--- src/design/cau_pkg.sv ---
// ----------------------------------------------------------------------------
// cau_pkg
// Shared types and defaults of the complex arithmetic unit.
// ----------------------------------------------------------------------------
`default_nettype none
package cau_pkg;

  localparam int DATA_WIDTH_D = 32;
  localparam int FRAC_BITS_D  = 16;

  typedef enum logic [2:0] {
    OP_ADD   = 3'd0,
    OP_SUB   = 3'd1,
    OP_MULT  = 3'd2,
    OP_CONJ  = 3'd3,
    OP_NORM  = 3'd4,
    OP_SCALE = 3'd5,
    OP_DIV   = 3'd6,
    OP_MOVE  = 3'd7
  } op_t;

  // control that travels with each item
  typedef struct packed {
    logic vld;
    op_t  op;
    logic dz;
    logic neg_re;
    logic neg_im;
    logic ovq_re;
    logic ovq_im;
  } ctl_t;

endpackage
`default_nettype wire

--- src/design/cau_div_stage.sv ---
// ----------------------------------------------------------------------------
// cau_div_stage
// One restoring-division step: resolves quotient bit K of both parts.
// ----------------------------------------------------------------------------
`default_nettype none
module cau_div_stage #(
  parameter int W = cau_pkg::DATA_WIDTH_D,
  parameter int F = cau_pkg::FRAC_BITS_D,
  parameter int K = 0
) (
  input  wire logic                   clk,
  input  wire logic                   rst_n,
  input  wire cau_pkg::ctl_t          ctl_i,
  input  wire logic signed [2*W+1:0]  val_re_i,
  input  wire logic signed [2*W+1:0]  val_im_i,
  input  wire logic [3*W+F+1:0]       rem_re_i,
  input  wire logic [3*W+F+1:0]       rem_im_i,
  input  wire logic [2*W-1:0]         den_i,
  input  wire logic [W-1:0]           q_re_i,
  input  wire logic [W-1:0]           q_im_i,
  output cau_pkg::ctl_t               ctl_o,
  output logic signed [2*W+1:0]       val_re_o,
  output logic signed [2*W+1:0]       val_im_o,
  output logic [3*W+F+1:0]            rem_re_o,
  output logic [3*W+F+1:0]            rem_im_o,
  output logic [2*W-1:0]              den_o,
  output logic [W-1:0]                q_re_o,
  output logic [W-1:0]                q_im_o
);
  import cau_pkg::*;

  localparam int RW = 3*W + F + 2;

  logic [RW-1:0] dsh, rre_nxt, rim_nxt;
  logic [W-1:0]  qre_nxt, qim_nxt;

  always_comb begin
    dsh     = RW'(den_i) << K;
    rre_nxt = rem_re_i;
    rim_nxt = rem_im_i;
    qre_nxt = q_re_i;
    qim_nxt = q_im_i;
    if (rem_re_i >= dsh) begin
      rre_nxt    = rem_re_i - dsh;
      qre_nxt[K] = 1'b1;
    end
    if (rem_im_i >= dsh) begin
      rim_nxt    = rem_im_i - dsh;
      qim_nxt[K] = 1'b1;
    end
  end

  always_ff @(posedge clk) begin
    if (!rst_n) begin
      ctl_o.vld <= 1'b0;
    end else begin
      ctl_o.vld <= ctl_i.vld;
    end
  end

  always_ff @(posedge clk) begin
    ctl_o.op     <= ctl_i.op;
    ctl_o.dz     <= ctl_i.dz;
    ctl_o.neg_re <= ctl_i.neg_re;
    ctl_o.neg_im <= ctl_i.neg_im;
    ctl_o.ovq_re <= ctl_i.ovq_re;
    ctl_o.ovq_im <= ctl_i.ovq_im;
    val_re_o <= val_re_i;
    val_im_o <= val_im_i;
    rem_re_o <= rre_nxt;
    rem_im_o <= rim_nxt;
    den_o    <= den_i;
    q_re_o   <= qre_nxt;
    q_im_o   <= qim_nxt;
  end

endmodule
`default_nettype wire

--- config.mk ---
export PLATFORM = sky130hd
export DESIGN_NAME = cau_div_stage
export DESIGN_NICKNAME = d
export VERILOG_FILES = /design/src/design/cau_pkg.sv /design/src/design/cau_div_stage.sv
export SDC_FILE = /design/constraint.sdc
export NUM_CORES = 1
export LEC_CHECK = 0
export BUFFER_PORTS_ARGS = -buffer_cell sky130_fd_sc_hd__buf_2
export CAP_MARGIN = 40
export CORE_AREA = 2 2 383 385
export CTS_CLUSTER_SIZE = 20
export DETAILED_ROUTE_END_ITERATION = 10
export DIE_AREA = 0 0 385 387
export PLACE_DENSITY = 0.4
export SLEW_MARGIN = 20
export SYNTH_ARGS = -nofsm -noshare
export SYNTH_HDL_FRONTEND = slang
export SYNTH_SLANG_ARGS = --single-unit
--- constraint.sdc ---
create_clock -name clk -period 7.6 [get_ports clk]
set_input_delay 0 -clock clk [delete_from_list [all_inputs] [get_ports clk]]
set_output_delay 0 -clock clk [all_outputs]
set_load 0.01 [all_outputs]
==> impl_metrics.env <==
export IMPL_min_period_ns=5.438
export IMPL_synth_seq_cells=497
export IMPL_synth_top_family_by_area="compound AO/OA/AOI/OAI gates"
export IMPL_cts_tree="done"
export IMPL_power_uw=8509
export IMPL_cpPeakStageDelay_ns=0.61
export IMPL_synth_edff_count=0
export IMPL_viasPerCell=4.187
export IMPL_synth_area_leaders="dfxtp_1 (45%), ha_1 (7.3%), a21oi_1 (5.9%)"
export IMPL_cts_resized=0
export IMPL_maxCapViolCount=0
export IMPL_critPathLaunchType="input port"
export IMPL_cp_max_fo=62
export IMPL_fill_cells=15490
export IMPL_io_buffers=995
export IMPL_synthAdderAreaFrac=0.07466
export IMPL_path_buf_inv=4
export IMPL_die_width_um=385
export IMPL_synth_top_cell_by_area="dfxtp_1"
export IMPL_timing_fmax_ghz=0.1839
export IMPL_ir_drop_mv=0.1492
export IMPL_use_met1=0.2269
export IMPL_place_gp_congestion=0.9018
export IMPL_slew_headroom=0.3885
export IMPL_crit_type="in2reg"
export IMPL_synth_top_cell_area_share=0.4525
export IMPL_syn_avg_cell_area_um2=9.041
export IMPL_grt_max_degree=63
export IMPL_dr_pass1_iters=5
export IMPL_met3_usage=0.04807
export IMPL_routedWlPerCell_um=23.64
export IMPL_area_growth_pct=80.08
export IMPL_worst_pin_slew_ns=0.9097
export IMPL_p_per_area_nw_per_um2=214.9
export IMPL_rsz0062_at_grt="no"
export IMPL_final_core_util=0.2733
export IMPL_top_usage_layer="met2"
export IMPL_design_area_um2=39600
export IMPL_dieArea_um2=149000
export IMPL_root_buffer="clkbuf_16"
export IMPL_drt_wl_total_um=146800
export IMPL_nNetsFinal=4854
export IMPL_h_tree_depth=3
export IMPL_ys_async_sr_fraction=0
export IMPL_netlist_instances=2432
export IMPL_status="finished, final reports clean"
export IMPL_grt_pass1_vias=26440
export IMPL_hpwlAfterDp_um=120100
export IMPL_hold_path_class="in2reg"
export IMPL_syn_cell_area_um2=21990
export IMPL_ys_dominant_reg_cell="dfxtp_1"
export IMPL_cp_required_ns=8.16
export IMPL_via_count=26000
export IMPL_io_pins=996
export IMPL_coreArea_um2=144900
export IMPL_post_route_period_util=0.7155
export IMPL_drv_slew=0
export IMPL_finalHoldWorstSlack_ns=0.08827
export IMPL_finalHoldViolCount=0
export IMPL_cp_top_family="simple AND/OR/NAND/NOR gates"
export IMPL_cp_cell_sequence="dlygate4sd3_1 > buf_2 > inv_1 > ha_1 > nand4_1 > nor4_1 > nand4_1 > nor3b_1 > a211oi_1 > and2_1 > nand2_4 > nand3_1 > or4b_1 > a32o_1 > dlygate4sd3_1"
export IMPL_tns_ns=0
export IMPL_grt_ovfl_total=0
export IMPL_cts_buffers=68
export IMPL_yosys_area_share_simple=0.1725
export IMPL_die_y_um=387
export IMPL_drt_iter0_drc=1651
export IMPL_grt_pass1_wl_um=198900
export IMPL_ys_warn_count=0
export IMPL_crit_path_top_delay_cell="or4b_1"
export IMPL_cp_end_kind="register"
export IMPL_ys_seq_area_frac=0.4525
export IMPL_hold_buffers=801
export IMPL_synth_area_mux_share=0.006658
export IMPL_synth_xor_area_share=0.08683
export IMPL_drtAntennaViolNets=0
export IMPL_antenna_found_initial=55
export IMPL_clkSinkCount=497
export IMPL_rows=140
export IMPL_synth_cell_type_count=79
export IMPL_cts_max_path_buffers=3
export IMPL_drcViolationCount=0
export IMPL_post_cts_buffers=0
export IMPL_synth_nets=3061
export IMPL_clk_pin_slew_ns=0.06
export IMPL_dpl_cell_area_um2=29180
export IMPL_drive_gt1_frac=0.2751
export IMPL_synth_compound_area_frac=0.1735
export IMPL_groute_usage_overall=0.1885
export IMPL_power_leakage_uw=0.01757
export IMPL_gr_usage_met2=0.3191
export IMPL_start_util=0.1518
export IMPL_arrival_ns=6.00
export IMPL_finalSetupViolations=0
[report_power, final]
part	switching (uW)	internal, uW	total (uW)	leakage, uW
clock	1400	2000	3390	0.00114
sequential	85.2	2870	2960	0.00419
combinational	1230	924	2160	0.0122
total	2710	5800	8510	0.0176
[metal layers]
metal	wire, um	part of all wire
met5	149	0.0010
met4	5361	0.037
met3	11630	0.079
met1	59960	0.41
met2	69720	0.47
[final timing paths]
check	from	end	slack, ns	cells after the start
worst min-delay path	val_re_i[52]	val_re_o[52]	0.09	2
worst max-delay path	den_i[25]	rem_im_o[98]	2.16	15
[synth_stat cells, types with 17 or more instances]
| master | number |
|---|---|
| a21o_1 | 70 |
| xor2_1 | 99 |
| o21a_1 | 18 |
| clkbuf_1 | 83 |
| or3_1 | 27 |
| nand2_1 | 178 |
| ha_1 | 128 |
| a21oi_1 | 259 |
| nand2b_1 | 18 |
| nor3_1 | 56 |
| inv_1 | 94 |
| dfxtp_1 | 497 |
| a31oi_1 | 17 |
| or4_1 | 18 |
| nor2_1 | 236 |
| xnor2_1 | 119 |
| nand3_1 | 42 |
| o21bai_1 | 36 |
| o21ai_0 | 101 |
| nand4_1 | 64 |
| nor4_1 | 39 |
[area by class of cell]
type	instances	area [um2]	area share
tap	1917	2399	0.06057
sequential	497	9950	0.2513
timing repair buffer	1821	13180	0.3328
antenna	18	45.04	0.001138
inverter	94	352.8	0.008911
multi-input combinational	1743	11340	0.2863
clock buffer	85	1856	0.04686
clock inverter	35	480.5	0.01213
[through the flow]
step | worst slack, ns | instances
final | 2.162 | 6210
after global routing | 1.721 | 6200
after CTS | 2.143 | 6190
after detailed placement | 2.480 | 5269
after global placement | 2.415 | 5265
after floorplan | 4.265 | 2432
[sequential cells by signal, indices dropped and copies added (netlist names)]
signal and count:
rem_re_o 114, q_im_o 32, q_re_o 32, den_o 64, ctl_o 9, rem_im_o 114, val_re_o 66, val_im_o 66
[kinds of logic (layout without fill, tap and decap cells)]
family                   Yosys count  after routing
AND/OR/NAND/NOR                  764            764
AO/OA/AOI/OAI                    618            618
flip-flops                       497            497
XOR/XNOR                         218            218
buffers and inverters            192           2035
adder cells (fa/ha/maj)          130            130
multiplexers                      13             13
other                              0             18
[placed cells by master, fill, tap and decap left out, types with 7 or more instances in the layout]
cell	n
a21oi_1	259
or4_1	18
a211oi_1	13
xor2_1	99
nand2_1	177
a211o_1	11
dfxtp_1	497
o21bai_1	36
xnor2_1	119
nor2b_1	12
clkbuf_1	8
clkinv_2	10
bufinv_16	7
o31ai_1	15
inv_1	94
clkbuf_16	68
o21ai_0	101
o211ai_1	12
nand2b_1	18
buf_2	997
clkbuf_8	9
nor4_1	37
and2_1	13
buf_4	21
dlygate4sd3_1	801
diode_2	18
or2_2	9
a31oi_1	17
o21a_1	18
a21o_1	70
nand3_1	42
nor2_1	236
ha_1	128
nand4_1	64
nor3_1	56
or3_1	27
and3_1	13
nand3b_1	8
mux2_2	13
(Power assumes the default switching activity.)
