--- config.mk ---
export PLATFORM = sky130hd
export DESIGN_NAME = cau_comb
export DESIGN_NICKNAME = d
export VERILOG_FILES = /design/src/design/cau_pkg.sv /design/src/design/cau_comb.sv
export SDC_FILE = /design/constraint.sdc
export NUM_CORES = 2
export LEC_CHECK = 0
export BUFFER_PORTS_ARGS = -buffer_cell sky130_fd_sc_hd__clkbuf_2
export CORE_AREA = 4 4 375 377
export DETAILED_ROUTE_END_ITERATION = 7
export DIE_AREA = 0 0 379 381
export GPL_TIMING_DRIVEN = 0
export PLACE_DENSITY = 0.62
export SLEW_MARGIN = 20
export SYNTH_ARGS = -nofsm -noshare
export SYNTH_HDL_FRONTEND = slang
export SYNTH_SLANG_ARGS = --single-unit
--- constraint.sdc ---
create_clock -name clk -period 5.3 [get_ports clk]
set_clock_uncertainty 0.1 [all_clocks]
set_input_delay 0.53 -clock clk [delete_from_list [all_inputs] [get_ports clk]]
set_output_delay 0.53 -clock clk [all_outputs]
set_load 0.005 [all_outputs]
--- src/design/cau_pkg.sv ---
// ----------------------------------------------------------------------------
// cau_pkg
// Shared types and defaults of the complex arithmetic unit.
// ----------------------------------------------------------------------------
`default_nettype none
package cau_pkg;

  localparam int DATA_WIDTH_D = 32;
  localparam int FRAC_BITS_D  = 16;

  typedef enum logic [2:0] {
    OP_ADD   = 3'd0,
    OP_SUB   = 3'd1,
    OP_MULT  = 3'd2,
    OP_CONJ  = 3'd3,
    OP_NORM  = 3'd4,
    OP_SCALE = 3'd5,
    OP_DIV   = 3'd6,
    OP_MOVE  = 3'd7
  } op_t;

  // control that travels with each item
  typedef struct packed {
    logic vld;
    op_t  op;
    logic dz;
    logic neg_re;
    logic neg_im;
    logic ovq_re;
    logic ovq_im;
  } ctl_t;

endpackage
`default_nettype wire

--- src/design/cau_comb.sv ---
// ----------------------------------------------------------------------------
// cau_comb
// Two stages: sums per opcode, then divider setup (magnitude, range check).
// ----------------------------------------------------------------------------
`default_nettype none
module cau_comb #(
  parameter int W = cau_pkg::DATA_WIDTH_D,
  parameter int F = cau_pkg::FRAC_BITS_D
) (
  input  wire logic                       clk,
  input  wire logic                       rst_n,
  input  wire cau_pkg::ctl_t              ctl_i,
  input  wire logic signed [W-1:0]        ar_i,
  input  wire logic signed [W-1:0]        ai_i,
  input  wire logic signed [W-1:0]        br_i,
  input  wire logic signed [W-1:0]        bi_i,
  input  wire logic signed [2*W-1:0]      p0_i,
  input  wire logic signed [2*W-1:0]      p1_i,
  input  wire logic signed [2*W-1:0]      p2_i,
  input  wire logic signed [2*W-1:0]      p3_i,
  input  wire logic signed [2*W-1:0]      d0_i,
  input  wire logic signed [2*W-1:0]      d1_i,
  output cau_pkg::ctl_t                   ctl_o,
  output logic signed [2*W+1:0]           val_re_o,
  output logic signed [2*W+1:0]           val_im_o,
  output logic [3*W+F+1:0]                rem_re_o,
  output logic [3*W+F+1:0]                rem_im_o,
  output logic [2*W-1:0]                  den_o
);
  import cau_pkg::*;

  localparam int SW = 2*W + 2;
  localparam int RW = 3*W + F + 2;

  logic signed [SW-1:0] sar, sai, sbr, sbi, s0, s1, s2, s3;
  logic signed [SW-1:0] re_nxt, im_nxt;
  logic [2*W-1:0]       den_nxt;

  ctl_t                 ca_r;
  logic signed [SW-1:0] re_r, im_r;
  logic [2*W-1:0]       den_r;

  logic [SW-1:0]        abs_re, abs_im;
  logic [RW-1:0]        n_re, n_im, den_sh;

  always_comb begin
    sar = SW'(ar_i);
    sai = SW'(ai_i);
    sbr = SW'(br_i);
    sbi = SW'(bi_i);
    s0  = SW'(p0_i);
    s1  = SW'(p1_i);
    s2  = SW'(p2_i);
    s3  = SW'(p3_i);
    den_nxt = d0_i + d1_i;
    unique case (ctl_i.op)
      OP_ADD: begin
        re_nxt = sar + sbr;
        im_nxt = sai + sbi;
      end
      OP_SUB: begin
        re_nxt = sar - sbr;
        im_nxt = sai - sbi;
      end
      OP_MULT: begin
        re_nxt = (s0 - s1) >>> F;
        im_nxt = (s2 + s3) >>> F;
      end
      OP_CONJ: begin
        re_nxt = sar;
        im_nxt = -sai;
      end
      OP_NORM: begin
        re_nxt = (s0 + s1) >>> F;
        im_nxt = '0;
      end
      OP_SCALE: begin
        re_nxt = s0 >>> F;
        im_nxt = s1 >>> F;
      end
      OP_DIV: begin
        re_nxt = s0 + s1;
        im_nxt = s3 - s2;
      end
      default: begin
        re_nxt = sar;
        im_nxt = sai;
      end
    endcase
  end

  // divider setup
  always_comb begin
    abs_re = re_r[SW-1] ? SW'(-re_r) : SW'(re_r);
    abs_im = im_r[SW-1] ? SW'(-im_r) : SW'(im_r);
    n_re   = RW'(abs_re) << F;
    n_im   = RW'(abs_im) << F;
    den_sh = RW'(den_r) << W;
  end

  always_ff @(posedge clk) begin
    if (!rst_n) begin
      ca_r.vld  <= 1'b0;
      ctl_o.vld <= 1'b0;
    end else begin
      ca_r.vld  <= ctl_i.vld;
      ctl_o.vld <= ca_r.vld;
    end
  end

  always_ff @(posedge clk) begin
    ca_r.op     <= ctl_i.op;
    ca_r.dz     <= 1'b0;
    ca_r.neg_re <= 1'b0;
    ca_r.neg_im <= 1'b0;
    ca_r.ovq_re <= 1'b0;
    ca_r.ovq_im <= 1'b0;
    re_r  <= re_nxt;
    im_r  <= im_nxt;
    den_r <= den_nxt;

    ctl_o.op     <= ca_r.op;
    ctl_o.dz     <= (den_r == '0);
    ctl_o.neg_re <= re_r[SW-1];
    ctl_o.neg_im <= im_r[SW-1];
    ctl_o.ovq_re <= (n_re >= den_sh);
    ctl_o.ovq_im <= (n_im >= den_sh);
    val_re_o <= re_r;
    val_im_o <= im_r;
    rem_re_o <= n_re;
    rem_im_o <= n_im;
    den_o    <= den_r;
  end

endmodule
`default_nettype wire

==> metrics.md <==
| Metric | Value |
|---|---|
| Status | finished, violations left |
| Failing checks | design-rule violations, negative setup slack |
| Placed cells | 8,652 |
| FILL cells | 14,410 |
| Final core utilization | 40.56% |
| DR vias | 51,460 |
| Cells after Synth | 5,901 |
| GRT met3 Usage | 8.473% |
| Grt ovf | 0 |
| Core Region | 137,200 um^2 |
| Synth top cells by count | 584 x a21oi_1, 552 x ha_1, 531 x dfxtp_1 |
| Die H | 381 um |
| Maximum buffer depth of the clock tree | 3 |
| Hpwl dp | 226,800 um |
| Final WL | 266,400 um |
| Final hold vios | 0 |
| Root Buffer | clkbuf_16 |
| Layout overhead on the synthesized area | 21.84% |
| Routed len/inst | 30.15 um |
| Most utilized layer in the global route result | met2 |
| Crit. End Element | register |
| Max-cap check violation count | 0 |
| Final setup violation count | 4 |
| Post-Synth XOR/XNOR Area | 8.575% |
| Pre-Repair DR Iteration Count | 8 |
| Slew Limit Fails | 0 |
| CTS Buf Count | 66 |
| Compound-Gate Fraction of Synth Area | 27.55% |
| Row count | 136 |
| Fin crit period | 6.548 ns |
| First-pass GRT wire length | 363,900 um |
| Drt initial violations | around 5,700 |
| Final Cycle Share | 123.5% |
| Worst Tran Pin Value | between 1 and 1.5 ns |
| Share of layout cells above drive strength 1 | 17.75% |
| RSZ-0062 raised after global routing | true |
| Syn Std Cell Area | 45,660 um^2 |
| Distinct cells, synth | 88 |
| Initial core utilization | 33.29% |
| Post-synthesis mux area share | less than 1% |
| Async SR Flop Fraction | 0% |
| Post-route antenna net violation count | 0 |
| Initial antenna violation count | 80 |
| Final net count | ~8,000 |
| Largest family of logic cells by synthesized area | compound AO/OA/AOI/OAI gates |
| GRT met1 Usage | a little over two fifths |
| Slew HR | 8.597% |
| PortBufs | 854 |
| Total power | 17.95 mW |
| DRC | 1 |
| Non-Filler Instances | 8,835 |
| Dpl cell area | 52,750 um^2 |
| Largest net degree at the start of global routing | 15 |
| PwrDens | 322.7 nW/um^2 |
| Met2 Use GR | a little under three fifths |
| Area share of the largest cell type after synthesis | 23.28% |
| Hold Path Class | in -> reg |
| Worst EP required | between 5 and 6 ns |
| Synthesized area per cell | 7.737 um^2 |
| TNS Setup | -2.457 ns |
| Most instantiated library cell after synthesis | a21oi_1 |
| DIE WIDTH | 379 um |
| Synth area leaders | dfxtp_1 23%, ha_1 15%, xnor2_1 7.5%, a21oi_1 6.4%, o21ai_0 4.3% |
| Adder-Cell Fraction of Synth Area | approximately 15% |
| Total track usage | 34.99% |
| Worst slack at placement | -2.157 ns |
| H-Tree Depth | 3 |
| CP Launch Type | register |
| Worst-Skew Late Latency | 0.69 ns |
| Ys flop type | dfxtp_1 |
| Io pins | 956 |
| GPL Wtd Cong | 1.067 |
| Setup WS post-layout | -1.248 ns |
| Number of synthesized register bits | 531 |
| Fin Hold WS | 0.08705 ns |
| Fin area | 55,620 um^2 |
| DIE AREA | between 100,000 and 150,000 um^2 |
| Peak Freq | between 0.15 and 0.2 GHz |
| Clock-pin slew on the worst setup and hold paths | around 0.060 ns |
| Synth Area in Simple Gates | ~17% |
| Warnings from Yosys | 0 |
| Critical setup path kind | reg -> reg |
| Arr. time, crit path | between 7 and 8 ns |
| CTS tree | yes |
| Crit-path max FO | 7 |
| P_leak | 25.25 nW |
| CTS Sinks | between 500 and 600 |
| Post-synthesis sequential area ratio | 23.28% |
| Post-synth EDFFs | 0 |
| Peak VDD IR | 284.8 uV |
| Most area-hungry cell type in the Yosys netlist | dfxtp_1 |
| Vias in the first global route | 48,650 |
| Vias per cell | 5.824 |
repair_timing:
action | 4_1_cts | 5_1_grt
hold buffers | 8 | 0
pin swaps | 17 | 25
resized for setup | 33 | 34
setup buffers | 4 | 8
endpoints found under the setup margin | 3 | 44
endpoints found under the hold margin | 6 | 0
routing by layer:
metal	vias up	wire, um
met2	2952	118500
met3	612	25360
met1	24610	106000
met5	-	254
li1	23250	-
met4	38	16310
logic make-up after synthesis:
group | after synthesis
buffers and inverters | 851
adder cells (fa/ha/maj) | 559
XOR/XNOR | 447
other | 1
AO/OA/AOI/OAI | 1948
AND/OR/NAND/NOR | 1539
flip-flops | 531
multiplexers | 25
cell usage in the layout, fill, tap and decap left out, types with 49 or more instances in the layout:
cell type and n:
nand3_1 105, a21o_1 147, a211oi_1 51, ha_1 551
clkbuf_16 67, o31ai_1 86, inv_1 468, nor2b_1 72
clkbuf_2 873, nand4_1 91, a21oi_1 583, buf_4 113
o21bai_1 112, conb_1 98, clkbuf_1 235, xor2_1 53
o211ai_1 62, nand2_1 330, nand2b_1 72, o21ai_0 388
nor3_1 114, nor4_1 78, dfxtp_1 526, a31oi_1 49
xnor2_1 388, or3_1 57, nor2_1 431
path summary, 6_finish.rpt:
path	from	to	slack [ns]	cells past startpoint
setup / recovery	re_r[10]$_DFF_P_	ctl_o[1]$_DFF_P_	-1.25	22
hold / removal	d0_i[63]	den_r[63]$_DFF_P_	0.09	3
setup reg to reg	re_r[10]$_DFF_P_	ctl_o[1]$_DFF_P_	-1.25	22
hold reg to reg	ca_r[6]$_DFF_P_	ctl_o[6]$_DFF_P_	0.23	0
state kept, by name, indices dropped and copies added (netlist names):
name	count
im_r	66
re_r	65
val_im_o	65
ctl_o	8
den_r	64
val_re_o	65
den_o	64
rem_im_o	65
rem_re_o	65
ca_r	4
worst max-delay path, stage by stage (launching register included):
cell	delay (ns)
dfxtp_4	0.34
or4_4	0.55
nor4_4	0.29
nand2b_1	0.12
or2_4	0.25
or4_4	0.45
or4_4	0.47
or4_4	0.44
buf_8	0.16
o31ai_4	0.25
xnor2_2	0.11
ha_1	0.32
nand4_1	0.14
nor2_4	0.18
nand3_4	0.12
or4b_4	0.50
or4_4	0.44
nor4_4	0.39
a211oi_2	0.12
a211o_1	0.31
a21oi_2	0.18
o21ai_1	0.09
a21oi_1	0.14
layout make-up:
cell class | count | area, um^2 | share of cell area [%]
clock inverter | 35 | 435.4 | 0.7828
sequential | 531 | 10640 | 19.13
multi-input combinational | 4616 | 32200 | 57.89
tap | 1794 | 2245 | 4.035
inverter | 475 | 1783 | 3.205
antenna | 48 | 120.1 | 0.2159
timing repair buffer | 880 | 4519 | 8.125
clock buffer | 83 | 1857 | 3.338
buffer | 373 | 1827 | 3.284
where the power goes:
group,internal [mW],switching [mW]
registers,4.93,0.803
logic,2.70,4.78
clock network,2.74,1.99
total,10.4,7.58
Note: power is estimated with default switching activity, not from simulation.
