$ cat config.mk
export PLATFORM = sky130hd
export DESIGN_NAME = cau_sat
export DESIGN_NICKNAME = d
export VERILOG_FILES = /design/src/design/cau_pkg.sv /design/src/design/cau_sat.sv
export SDC_FILE = /design/constraint.sdc
export NUM_CORES = 1
export LEC_CHECK = 0
export ABC_AREA = 1
export BUFFER_PORTS_ARGS = -buffer_cell sky130_fd_sc_hd__buf_2
export CORE_ASPECT_RATIO = 1.4
export CORE_MARGIN = 3
export CORE_UTILIZATION = 30
export DETAILED_ROUTE_END_ITERATION = 8
export HOLD_SLACK_MARGIN = 0.02
export SLEW_MARGIN = 15
export SYNTH_ARGS = -nofsm -noshare
export SYNTH_HDL_FRONTEND = slang
export SYNTH_SLANG_ARGS = --single-unit
$ cat constraint.sdc
create_clock -name clk -period 4.8 [get_ports clk]
set_input_delay 0.48 -clock clk [delete_from_list [all_inputs] [get_ports clk]]
set_output_delay 0.48 -clock clk [all_outputs]
set_load 0.005 [all_outputs]
$ cat src/design/cau_pkg.sv
// ----------------------------------------------------------------------------
// cau_pkg
// Shared types and defaults of the complex arithmetic unit.
// ----------------------------------------------------------------------------
`default_nettype none
package cau_pkg;

  localparam int DATA_WIDTH_D = 32;
  localparam int FRAC_BITS_D  = 16;

  typedef enum logic [2:0] {
    OP_ADD   = 3'd0,
    OP_SUB   = 3'd1,
    OP_MULT  = 3'd2,
    OP_CONJ  = 3'd3,
    OP_NORM  = 3'd4,
    OP_SCALE = 3'd5,
    OP_DIV   = 3'd6,
    OP_MOVE  = 3'd7
  } op_t;

  // control that travels with each item
  typedef struct packed {
    logic vld;
    op_t  op;
    logic dz;
    logic neg_re;
    logic neg_im;
    logic ovq_re;
    logic ovq_im;
  } ctl_t;

endpackage
`default_nettype wire

$ cat src/design/cau_sat.sv
// ----------------------------------------------------------------------------
// cau_sat
// Output stage: signs the quotient, saturates both parts, sets flags.
// ----------------------------------------------------------------------------
`default_nettype none
module cau_sat #(
  parameter int W = cau_pkg::DATA_WIDTH_D
) (
  input  wire logic                   clk,
  input  wire logic                   rst_n,
  input  wire cau_pkg::ctl_t          ctl_i,
  input  wire logic signed [2*W+1:0]  val_re_i,
  input  wire logic signed [2*W+1:0]  val_im_i,
  input  wire logic [W-1:0]           q_re_i,
  input  wire logic [W-1:0]           q_im_i,
  output logic                        vld_o,
  output logic signed [W-1:0]         re_o,
  output logic signed [W-1:0]         im_o,
  output logic                        ovf_o,
  output logic                        dz_o
);
  import cau_pkg::*;

  localparam int SW = 2*W + 2;
  localparam logic signed [SW-1:0] MAXV = {{(SW-W+1){1'b0}}, {(W-1){1'b1}}};
  localparam logic signed [SW-1:0] MINV = {{(SW-W+1){1'b1}}, {(W-1){1'b0}}};

  logic signed [SW-1:0] vre, vim;
  logic signed [W-1:0]  re_nxt, im_nxt;
  logic                 ore, oim, dz_nxt;

  always_comb begin
    vre    = val_re_i;
    vim    = val_im_i;
    dz_nxt = 1'b0;
    if (ctl_i.op == OP_DIV) begin
      vre = ctl_i.neg_re ? -SW'(q_re_i) : SW'(q_re_i);
      vim = ctl_i.neg_im ? -SW'(q_im_i) : SW'(q_im_i);
      if (ctl_i.ovq_re) vre = ctl_i.neg_re ? MINV - 1 : MAXV + 1;
      if (ctl_i.ovq_im) vim = ctl_i.neg_im ? MINV - 1 : MAXV + 1;
      if (ctl_i.dz) begin
        vre    = '0;
        vim    = '0;
        dz_nxt = 1'b1;
      end
    end
    ore    = (vre > MAXV) || (vre < MINV);
    oim    = (vim > MAXV) || (vim < MINV);
    re_nxt = (vre > MAXV) ? MAXV[W-1:0] : (vre < MINV) ? MINV[W-1:0] : vre[W-1:0];
    im_nxt = (vim > MAXV) ? MAXV[W-1:0] : (vim < MINV) ? MINV[W-1:0] : vim[W-1:0];
  end

  always_ff @(posedge clk) begin
    if (!rst_n) begin
      vld_o <= 1'b0;
    end else begin
      vld_o <= ctl_i.vld;
    end
  end

  always_ff @(posedge clk) begin
    re_o  <= re_nxt;
    im_o  <= im_nxt;
    ovf_o <= ore || oim;
    dz_o  <= dz_nxt;
  end

endmodule
`default_nettype wire

==> metrics.md, run 1 <==
| Metric | Value |
|---|---|
| WL/cell | 16.3 um |
| Post-Synth Simple-Gate Area | 46.3% |
| Antenna-violating nets left | 0 |
| Post-synth EDFFs | 0 |
| Initial DRC Count | 468 |
| Area Overhead vs Synth | 30.4% |
| Syn_nets | roughly 1200 |
| Status | complete, no violations |
| Grt total ovfl | 0 |
| Initial antenna violation count | 4 |
| Final routed DRC violation total | 0 |
| Max-slew headroom at the worst pin | 47.4% |
| Row cnt | just under 60 |
| Synth Area in Compound Gates | 19.7% |
| Maximum buffer depth of the clock tree | 2 |
| Core area | ~19000 um2 |
| Netlist cell types | 43 |
| Detail Placement HPWL | 19.7 mm |
| First-pass GRT wire length | between 30 and 40 mm |
| Worst EP arrival | 3.38 ns |
| Hold Vio Cnt, Final | 0 |
| Post-CTS Hold Buffers | 0 |
| Synth Area in XOR/XNOR | 0.302% |
| Post_cts resized | 0 |
| Post-route insts no fill | about 1500 |
| First drt pass iteration count | 5 |
| Type of the most critical hold path | in2reg |
| Critical path launch point type | primary input |
| Largest area contributor in the netlist | dfxtp_1 |
| Synth Warn # | 0 |
| Crit Path Class | in2reg |
| Mux cell area share after synthesis | 0% |
| Fin crit period | 3.13 ns |
| Starting density of the core | 30.8% |
| Placed cell count | 1477 |
| Die X | ~120 um |
| Total wire length | around 24 mm |
| Fin crit share | about two thirds |
| Syn Area/Cell | 5.79 um2 |
| Hold Crit Depth | 3 |
| Yosys reg bits | 67 |
| Adder-Cell Fraction of Synth Area | 0.863% |
| Post-CTS Setup Inserts | 0 |
| Final #Nets | 1455 |
| CTS clk-pin slew, worst paths | 0.06 ns |
| Commonest non-fill, non-tap cell in the layout | nand2_1 |
| Top-area cell type share of the netlist area | 23.1% |
| Die height | 171 um |
| CP startpoint | q_im_i[10] |
| TritonCTS Sinks | 67 |
| Setup-failing EPs final | 0 |
| Max cap viols | 0 |
| Register area share after synthesis | 23.1% |
| Cell Pwr Density | around 240 nW/um2 |
| Routed vias/inst | 4.99 |
| Routability Congestion | about 0.96 |
| Syn Inst Count | 1002 |
| Setup_tns | 0 ns |
| PortBufs | between 200 and 300 |
| Hold path startpoint | ctl_i[8] |
| Achievable Freq | ~0.32 GHz |
| Overall routing resource usage | 22.5% |
| TritonCTS Buffers | 9 |
| Layout Utilization | between 40% and 50% |
| Fin. max-slew vios | 0 |
| Num ports | between 200 and 300 |
| Most common flop cell mapped by yosys | dfxtp_1 |
| Most frequent cells in the layout | nand2_1 (318), buf_2 (273), nor2_1 (122), o21ai_0 (80), inv_1 (69) |
| Largest net degree at the start of global routing | 57 |
| Tot Pwr | 1820 uW |
| Slew @ Worst Pin | around 0.8 ns |
| DR vias | 7467 |
| Die Area | 21100 um2 |
| Ys async rst share | 0% |
| CTS root buf | clkbuf_16 |
| Vias in the first global route | approximately 7100 |
| Crit Path Max Fanout | 22 |
| Leakage power | 0.00385 uW |
| H-tree Lvls | 3 |
| Worst EP required | 5.06 ns |
| RSZ-0062 raised after global routing | no |
| Synth area leaders | dfxtp_1 (23%), nand2_1 (21%), nor2_1 (7.9%) |
| CTS tree | done |
| Layout cells sized above 1 | 30.4% |
| Largest family of logic cells by synthesized area | simple AND/OR/NAND/NOR gates |
| Post-Syn Area | 5800 um2 |
| Peak VDD IR | 0.134 mV |
| CP Capture Type | flip-flop |
[synthesized netlist by cell type, types with 4 or more instances]
| cell | number |
|---|---|
| or2_2 | 25 |
| a21oi_1 | 53 |
| clkbuf_1 | 22 |
| buf_1 | 6 |
| nor2_1 | 122 |
| nor2_4 | 6 |
| nor3_1 | 29 |
| buf_2 | 8 |
| nor2_2 | 10 |
| inv_2 | 6 |
| and3_1 | 4 |
| ha_1 | 4 |
| o31ai_1 | 6 |
| nand3_1 | 46 |
| dfxtp_1 | 67 |
| nand3_2 | 4 |
| inv_1 | 69 |
| buf_6 | 8 |
| nand2_2 | 8 |
| nand2_1 | 318 |
| nand2_4 | 4 |
| a31oi_1 | 24 |
| o21ai_0 | 80 |
| nand4_1 | 18 |
| o21ai_2 | 20 |
| nand3b_1 | 5 |
[kinds of logic (layout without fill, tap and decap cells)]
family,count (synthesis),after routing
compound gates,198,198
xor+xnor,2,2
fa+ha+maj,4,4
buf+inv,124,371
flops,67,67
other cells,0,4
simple gates,607,607
[area by class of cell]
class | count | area, um2
multi-input combinational | 811 | 3900
sequential | 67 | 1340
tap | 244 | 305
antenna | 4 | 10.0
clock buffer | 9 | 225
timing repair buffer | 279 | 1410
clock inverter | 7 | 82.6
inverter | 76 | 285
fill | 2115 | 11300
[path summary, 6_finish.rpt]
kind	to	slack, ns
max	im_o[5]$_SDFF_PN1_	1.67
min	vld_o$_SDFF_PN0_	0.31
[routing by layer]
metal | track usage, % | vias to the layer above | routed length, um
li1 | - | 3776 | -
met1 | 24.4 | 3279 | 8920
met2 | 40.8 | 341 | 12500
met3 | 4.10 | 71 | 1670
met4 | 12.3 | 0 | 1290
met5 | 0 | - | 0
[worst max-delay path: stages]
cell and delay [ns]:
buf_2 0.12, nor2_1 0.17, nand2_1 0.09, inv_1 0.08, nand3_1 0.10, nor2_1 0.16
nand4_1 0.18, nor2_1 0.14, ha_1 0.13, nand3_1 0.06, o21ai_0 0.13, nand2_1 0.08
nand2_1 0.08, nand2_1 0.06, a21oi_1 0.11, nand2_1 0.07, nor2_1 0.08, nand3_1 0.07
nor2_1 0.09, nand2_1 0.05, nand2_1 0.05, buf_4 0.25, inv_1 0.31, o21ai_0 0.23
[flip-flops by register name (all words and copies together), names as in the netlist]
name	count
re_o	32
im_o	32
ovf_o	1
dz_o	1
vld_o	1
[through the flow]
stage | cell area, um2 | setup WS, ns | hold slack (ns)
after floorplan | 5800 | 2.39 | 0.573
after global routing | 7560 | 1.34 | 0.321
after global placement | 7250 | 1.40 | 0.655
final | 7560 | 1.67 | 0.315
after CTS | 7550 | 1.68 | 0.305
after detailed placement | 7250 | 1.33 | 0.664
[power by group]
group          switching (uW)  internal, uW  leakage, uW
Combinational             291           198      0.00314
Sequential               13.2           611     0.000564
Clock                     291           412     0.000145
Total                     595          1220      0.00385
Note: power is estimated with default switching activity, not from simulation.
==> run 2: changes to the inputs <==
==> constraint.sdc (replaced) <==
create_clock -name clk -period 2.9 [get_ports clk]
set_input_delay 0.29 -clock clk [delete_from_list [all_inputs] [get_ports clk]]
set_output_delay 0.29 -clock clk [all_outputs]
set_load 0.005 [all_outputs]
==> metrics.md, run 2 (synthesis results as in run 1) <==
| Metric | Value |
|---|---|
| Row cnt | 59 (unchanged) |
| Fin crit share | 86.2% |
| CP Capture Type | flip-flop (unchanged) |
| Achievable Freq | 0.400 GHz |
| RSZ-0062 raised after global routing | no (unchanged) |
| TritonCTS Sinks | 67 (unchanged) |
| Routed vias/inst | 4.96 (was 4.99) |
| Grt total ovfl | 0 (unchanged) |
| Cell Pwr Density | 385 nW/um2 (was 240 nW/um2) |
| Fin. max-slew vios | 0 (unchanged) |
| TritonCTS Buffers | 9 (unchanged) |
| DR vias | 7611 (was 7467) |
| Combinational Power Share | 28.3% (was 26.9%) |
| Largest net degree at the start of global routing | 105 (was 57) |
| Layout Utilization | 42.0% (was 40.2%) |
| Antenna-violating nets left | 0 (unchanged) |
| Largest regs | im_o x32, re_o x32 (unchanged) |
| H-tree Lvls | 3 (unchanged) |
| First drt pass iteration count | 5 (unchanged) |
| Hold Crit Depth | 3 (unchanged) |
| Maximum buffer depth of the clock tree | 2 (unchanged) |
| Die Area | 21100 um2 (unchanged) |
| Total wire length | 24.5 mm (was 24.4 mm) |
| Num ports | 274 (unchanged) |
| Crit Path Class | in2reg (unchanged) |
| Overall routing resource usage | 22.3% (was 22.5%) |
| Worst EP required | 3.16 ns (was 5.06 ns) |
| PortBufs | 273 (unchanged) |
| Starting density of the core | 30.8% (unchanged) |
| Initial antenna violation count | 2 (was 4) |
| Hold Vio Cnt, Final | 0 (unchanged) |
| Die height | 171 um (unchanged) |
| WL/cell | 15.9 um (was 16.3 um) |
| Detail Placement HPWL | 20.3 mm (was 19.7 mm) |
| Final #Nets | 1494 (was 1455) |
| First-pass GRT wire length | 36.4 mm (was 36.7 mm) |
| Switch share | 32.3% (was 32.8%) |
| Vias in the first global route | 7144 (was 7083) |
| Max cap viols | 0 (unchanged) |
| Clock power frac | 37.7% (was 38.7%) |
| Sequential cell area | 1340 um2 (unchanged) |
| Setup-failing EPs final | 0 (unchanged) |
| Most frequent cells in the layout | nand2_1 (318), buf_2 (273), nor2_1 (121), o21ai_0 (80), inv_1 (69) (was nand2_1 (318), buf_2 (273), nor2_1 (122), o21ai_0 (80), inv_1 (69)) |
| Sequential share of power | 34.0% (was 34.4%) |
| Area Overhead vs Synth | 36.3% (was 30.4%) |
| CTS clk-pin slew, worst paths | 0.06 ns (about the same) |
| Fin crit period | 2.50 ns |
| Status | complete, no violations (unchanged) |
| Die X | 124 um (unchanged) |
| Core area | 18800 um2 (unchanged) |
| Area of the multi-input gates | 3910 um2 (was 3900 um2) |
| CTS tree | done (unchanged) |
| CTS root buf | clkbuf_16 (unchanged) |
| Tot Pwr | 3050 uW (was 1820 uW) |
| Crit Path Max Fanout | 5 (was 22) |
| Final routed DRC violation total | 0 (unchanged) |
| CP startpoint | q_im_i[10] (unchanged) |
| Max-slew headroom at the worst pin | 54.1% (was 47.4%) |
| Post-CTS Setup Inserts | 0 (unchanged) |
| Net switching power | 983 uW (was 595 uW) |
| Peak VDD IR | 0.254 mV (was 0.134 mV) |
| Slew @ Worst Pin | 0.688 ns (was 0.788 ns) |
| Critical path launch point type | primary input (unchanged) |
| Worst EP arrival | 2.76 ns (was 3.38 ns) |
| Type of the most critical hold path | in2reg (unchanged) |
| Fill cell total of the finished layout | 2092 (was 2115) |
| Int Pwr | 2060 uW (was 1220 uW) |
| Leakage power | 0.00406 uW (was 0.00385 uW) |
| CP Capture Point | im_o[5]$_SDFF_PN1_ (unchanged) |
| Layout cells sized above 1 | 32.6% (was 30.4%) |
| Initial DRC Count | 488 (was 468) |
| Commonest non-fill, non-tap cell in the layout | nand2_1 (unchanged) |
| Routability Congestion | 0.955 (was 0.962) |
==> run 2: worst min-delay path by stage <==
stage | startpoint | slack [ns] | end
after floorplan | ctl_i[8] | 0.38 | vld_o$_SDFF_PN0_
after global placement | ctl_i[8] | 0.46 | vld_o$_SDFF_PN0_
after detailed placement | ctl_i[8] | 0.47 | vld_o$_SDFF_PN0_
after CTS | ctl_i[8] | 0.12 | vld_o$_SDFF_PN0_
after global routing | ctl_i[8] | 0.13 | vld_o$_SDFF_PN0_
final | ctl_i[8] | 0.13 | vld_o$_SDFF_PN0_
==> run 2: area by class of cell <==
cell class	count	area share (%)
Multi-Input combinational cell	811	49.4
Timing Repair Buffer	318	22.2
Sequential cell	67	17.0
Tap cell	244	3.86
Inverter	76	3.61
Clock buffer	9	2.85
Clock inverter	7	1.04
Antenna cell	2	0.0633
==> run 2: what timing repair did <==
action,in CTS,in global routing
hold buffers,0,0
hold endpoints to repair,0,0
gates resized for setup,0,1
endpoints found under the setup margin,0,10
==> run 2: power groups by stage <==
| stage | combinational (uW) | sequential, uW | clock, uW |
|---|---|---|---|
| after floorplan | 434 | 1070 | 0 |
| after global placement | 859 | 1060 | 0 |
| after detailed placement | 862 | 1060 | 0 |
| after CTS | 865 | 1040 | 1180 |
| after global routing | 965 | 1040 | 1210 |
| final | 862 | 1030 | 1150 |
==> run 2: critical path, cell delays in order <==
cell and delay [ns]:
buf_2 0.11, nor2_2 0.16, nand2_1 0.09, inv_1 0.08
nand3_1 0.09, nor2_1 0.13, nand4_1 0.17, nor2_1 0.14
ha_1 0.13, nand3_1 0.07, o21ai_0 0.10, nand2_1 0.07
nand2_1 0.07, nand2_1 0.05, a21oi_1 0.11, nand2_1 0.07
nor2_1 0.08, nand3_1 0.07, nor2_1 0.09, nand2_1 0.05
nand2_1 0.15, inv_1 0.08, buf_4 0.16, o21ai_0 0.15
==> run 2: per-stage QoR <==
stage	hold slack (ns)	cell area [um2]	setup slack (ns)	std cells	TNS, ns
6_report	0.128	7910	0.400	1534	0
3_5_place_dp	0.474	7590	-0.00000844	1516	-0.00000844
2_1_floorplan	0.383	5800	0.681	1002	0
4_1_cts	0.117	7900	0.341	1532	0
5_1_grt	0.130	7910	0.00808	1534	0
3_3_place_gp	0.464	7590	0.0397	1516	0
==> run 2: layer usage <==
layer | global-route usage [%] | vias up | wire, um
met5 | 0 | - | 0
met4 | 10.4 | 0 | 1140
met3 | 3.90 | 58 | 1550
met2 | 41.1 | 313 | 12700
met1 | 24.3 | 3387 | 9090
li1 | - | 3853 | -
==> run 3: changes to the inputs <==
--- a/config.mk
+++ b/config.mk
@@ -7,7 +7,6 @@
 export LEC_CHECK = 0
 export ABC_AREA = 1
 export BUFFER_PORTS_ARGS = -buffer_cell sky130_fd_sc_hd__buf_2
-export CORE_ASPECT_RATIO = 1.4
 export CORE_MARGIN = 3
 export CORE_UTILIZATION = 30
 export DETAILED_ROUTE_END_ITERATION = 8
==> constraint.sdc (replaced) <==
create_clock -name clk -period 2.2 [get_ports clk]
set_input_delay 0.22 -clock clk [delete_from_list [all_inputs] [get_ports clk]]
set_output_delay 0.22 -clock clk [all_outputs]
set_load 0.005 [all_outputs]
==> metrics.md, run 3 (synthesis results as in run 1) <==
| Metric | Value |
|---|---|
| Slew @ Worst Pin | 0.497 ns (was 0.688 ns) |
| CP Capture Type | flip-flop (unchanged) |
| Int Pwr | 3010 uW (was 2060 uW) |
| Net switching power | 1400 uW (was 983 uW) |
| Fill cell total of the finished layout | 1973 (was 2092) |
| Die Area | 21000 um2 (was 21100 um2) |
| Combinational Power Share | 34.3% (was 28.3%) |
| Fin crit period | 2.24 ns |
| Sequential cell area | 1340 um2 (unchanged) |
| Max cap viols | 0 (unchanged) |
| Core area | 18800 um2 (about the same) |
| Pre-CTS setup slack | -0.453 ns (was -0.00000844 ns) |
| Setup-failing EPs final | 6 (was 0) |
| Clock power frac | 34.6% (was 37.7%) |
| H-tree Lvls | 3 (unchanged) |
| Crit Path Max Fanout | 7 (was 5) |
| Crit path largest cell delay | 0.23 ns (was 0.17 ns) |
| Routability Congestion | 0.983 (was 0.955) |
| CTS clk-pin slew, worst paths | 0.05 ns (was 0.06 ns) |
| Type of the most critical hold path | in2reg (unchanged) |
| Grt total ovfl | 0 (unchanged) |
| Max-slew headroom at the worst pin | 66.6% (was 54.1%) |
| GR met1 Demand/Resource | 31.7% (was 24.3%) |
| Switch share | 31.8% (was 32.3%) |
| Slowest cell on crit path | ha_1 (was nand4_1) |
| Routed vias/inst | 4.83 (was 4.96) |
| Starting density of the core | 30.8% (about the same) |
| TritonCTS Sinks | 67 (unchanged) |
| CTS root buf | clkbuf_16 (unchanged) |
| Top delay family on crit path | simple AND/OR/NAND/NOR gates (unchanged) |
| CP Cell Sequence | buf_2 -> nor2_2 -> nand2_2 -> inv_2 -> nand3_2 -> nor2_2 -> nand4_1 -> nor2_1 -> ha_1 -> nand3_1 -> o21ai_1 -> nand2_1 -> nand2_1 -> inv_1 -> nand3_1 -> nor2_1 -> nand2_1 -> nor2_2 -> nand2_4 -> nand2_8 -> buf_12 -> nand4_4 (was buf_2 -> nor2_2 -> nand2_1 -> inv_1 -> nand3_1 -> nor2_1 -> nand4_1 -> nor2_1 -> ha_1 -> nand3_1 -> o21ai_0 -> nand2_1 -> nand2_1 -> nand2_1 -> a21oi_1 -> nand2_1 -> nor2_1 -> nand3_1 -> nor2_1 -> nand2_1 -> nand2_1 -> inv_1 -> buf_4 -> o21ai_0) |
| M2 GR Usage | 36.2% (was 41.1%) |
| CTS tree | done (unchanged) |
| Row cnt | 50 (was 59) |
| Peak VDD IR | 0.322 mV (was 0.254 mV) |
| Crit Path Class | in2reg (unchanged) |
| Die X | 145 um (was 124 um) |
| Area of the multi-input gates | 4240 um2 (was 3910 um2) |
| Detail Placement HPWL | 20.7 mm (was 20.3 mm) |
| Layout cells sized above 1 | 45.1% (was 32.6%) |
| PortBufs | 273 (unchanged) |
| RSZ-0062 raised after global routing | yes (was no) |
| Overall routing resource usage | 22.9% (was 22.3%) |
| Achievable Freq | 0.447 GHz |
| Vias in the first global route | 7512 (was 7144) |
| Final #Nets | 1655 (was 1494) |
| Num ports | 274 (unchanged) |
| Status | complete, but fails checks (was complete, no violations) |
| Initial antenna violation count | 3 (was 2) |
| Cell Pwr Density | 453 nW/um2 (was 385 nW/um2) |
| Total wire length | 26.2 mm (was 24.5 mm) |
| Area Overhead vs Synth | 67.9% (was 36.3%) |
| Setup ws final | -0.0393 ns (was 0.400 ns) |
| WHS | 0.0642 ns (was 0.128 ns) |
| Final routed DRC violation total | 0 (unchanged) |
| Maximum buffer depth of the clock tree | 2 (unchanged) |
| Critical path launch point type | primary input (unchanged) |
| Post-CTS Hold Buffers | 0 (unchanged) |
| Fin. max-slew vios | 0 (unchanged) |
| WL/cell | 15.3 um (was 15.9 um) |
| CP Buf/Inv Count | 4 (unchanged) |
| DR vias | 8271 (was 7611) |
| First-pass GRT wire length | 39.3 mm (was 36.4 mm) |
| Commonest non-fill, non-tap cell in the layout | nand2_1 (unchanged) |
| Worst EP required | 2.42 ns (was 3.16 ns) |
| Most frequent cells in the layout | nand2_1 (270), buf_2 (263), buf_4 (181), nor2_1 (108), o21ai_0 (75) (was nand2_1 (318), buf_2 (273), nor2_1 (121), o21ai_0 (80), inv_1 (69)) |
| Hold Vio Cnt, Final | 0 (unchanged) |
| Largest net degree at the start of global routing | 33 (was 105) |
| First drt pass iteration count | 6 (was 5) |
| Sequential share of power | 31.2% (was 34.0%) |
| Initial DRC Count | 432 (was 488) |
| Leakage power | 0.00501 uW (was 0.00406 uW) |
| TritonCTS Buffers | 9 (unchanged) |
| Fin crit share | 102% |
| Most Used Layer, Global Route | met2 (unchanged) |
| Largest regs | im_o x32, re_o x32 (unchanged) |
| Met3 Use GR | 5.09% (was 3.90%) |
| Die height | 145 um (was 171 um) |
| Worst EP arrival | 2.46 ns (was 2.76 ns) |
| Failing checks | negative setup slack |
| Antenna-violating nets left | 0 (unchanged) |
[run 3: cell types whose count changed in the layout (fill, tap and decap cells not counted), moves of 5 or more]
cell	change
clkbuf_16	+6
buf_2	-10
inv_1	-6
buf_6	+18
nand2_4	+16
nor2_4	+9
o21ai_0	-5
nand2_2	+32
nand2_1	-48
nor2_1	-13
buf_12	+5
buf_4	+140
[run 3: repair_timing]
| item | 4_1_cts | 5_1_grt |
|---|---|---|
| endpoints found under the setup margin | 41 | 63 |
| gates resized for setup | 4 | 132 |
| cloned | 0 | 10 |
| setup buffers | 1 | 13 |
| pin swaps | 1 | 71 |
[run 3: power groups by stage]
stage          sequential (uW)  combinational, uW  clock [uW]
2_1_floorplan             1410                572           0
3_3_place_gp              1400               1290           0
3_5_place_dp              1400               1300           0
4_1_cts                   1380               1310        1550
5_1_grt                   1380               1660        1590
6_report                  1370               1510        1530
[run 3: worst paths after layout]
path	from	end	slack, ns	cells after the start
min	ctl_i[8]	vld_o$_SDFF_PN0_	0.06	3
max	q_im_i[12]	ovf_o$_DFF_P_	-0.04	22
[run 3: cell type report]
| type | count | share of cell area, % |
|---|---|---|
| tap | 260 | 3.34 |
| clock inverter | 4 | 0.501 |
| antenna | 2 | 0.0514 |
| timing repair buffer | 478 | 33.1 |
| clock buffer | 12 | 2.63 |
| sequential | 67 | 13.8 |
| multi-input combinational | 812 | 43.6 |
| inverter | 76 | 3.03 |
[run 3: layer usage]
metal / up-vias / share of wire [%]
met5: - / 0.10
met4: 4 / 1.9
met3: 43 / 7.0
met2: 348 / 46
met1: 3687 / 45
li1: 4189 / -
[run 3: through the flow]
step / util, % / setup TNS (ns) / cell area (um2) / instances / power [uW]
after global routing: 51.7 / -13.41 / 9740 / 1710 / 4640
after detailed placement: 46.1 / -23.32 / 8690 / 1669 / 2700
after CTS: 47.9 / -0.0109 / 9010 / 1686 / 4230
final: 51.7 / -0.0793 / 9740 / 1711 / 4410
after floorplan: - / 0 / 5800 / 1002 / 1980
after global placement: 46.1 / -22.36 / 8690 / 1669 / 2700
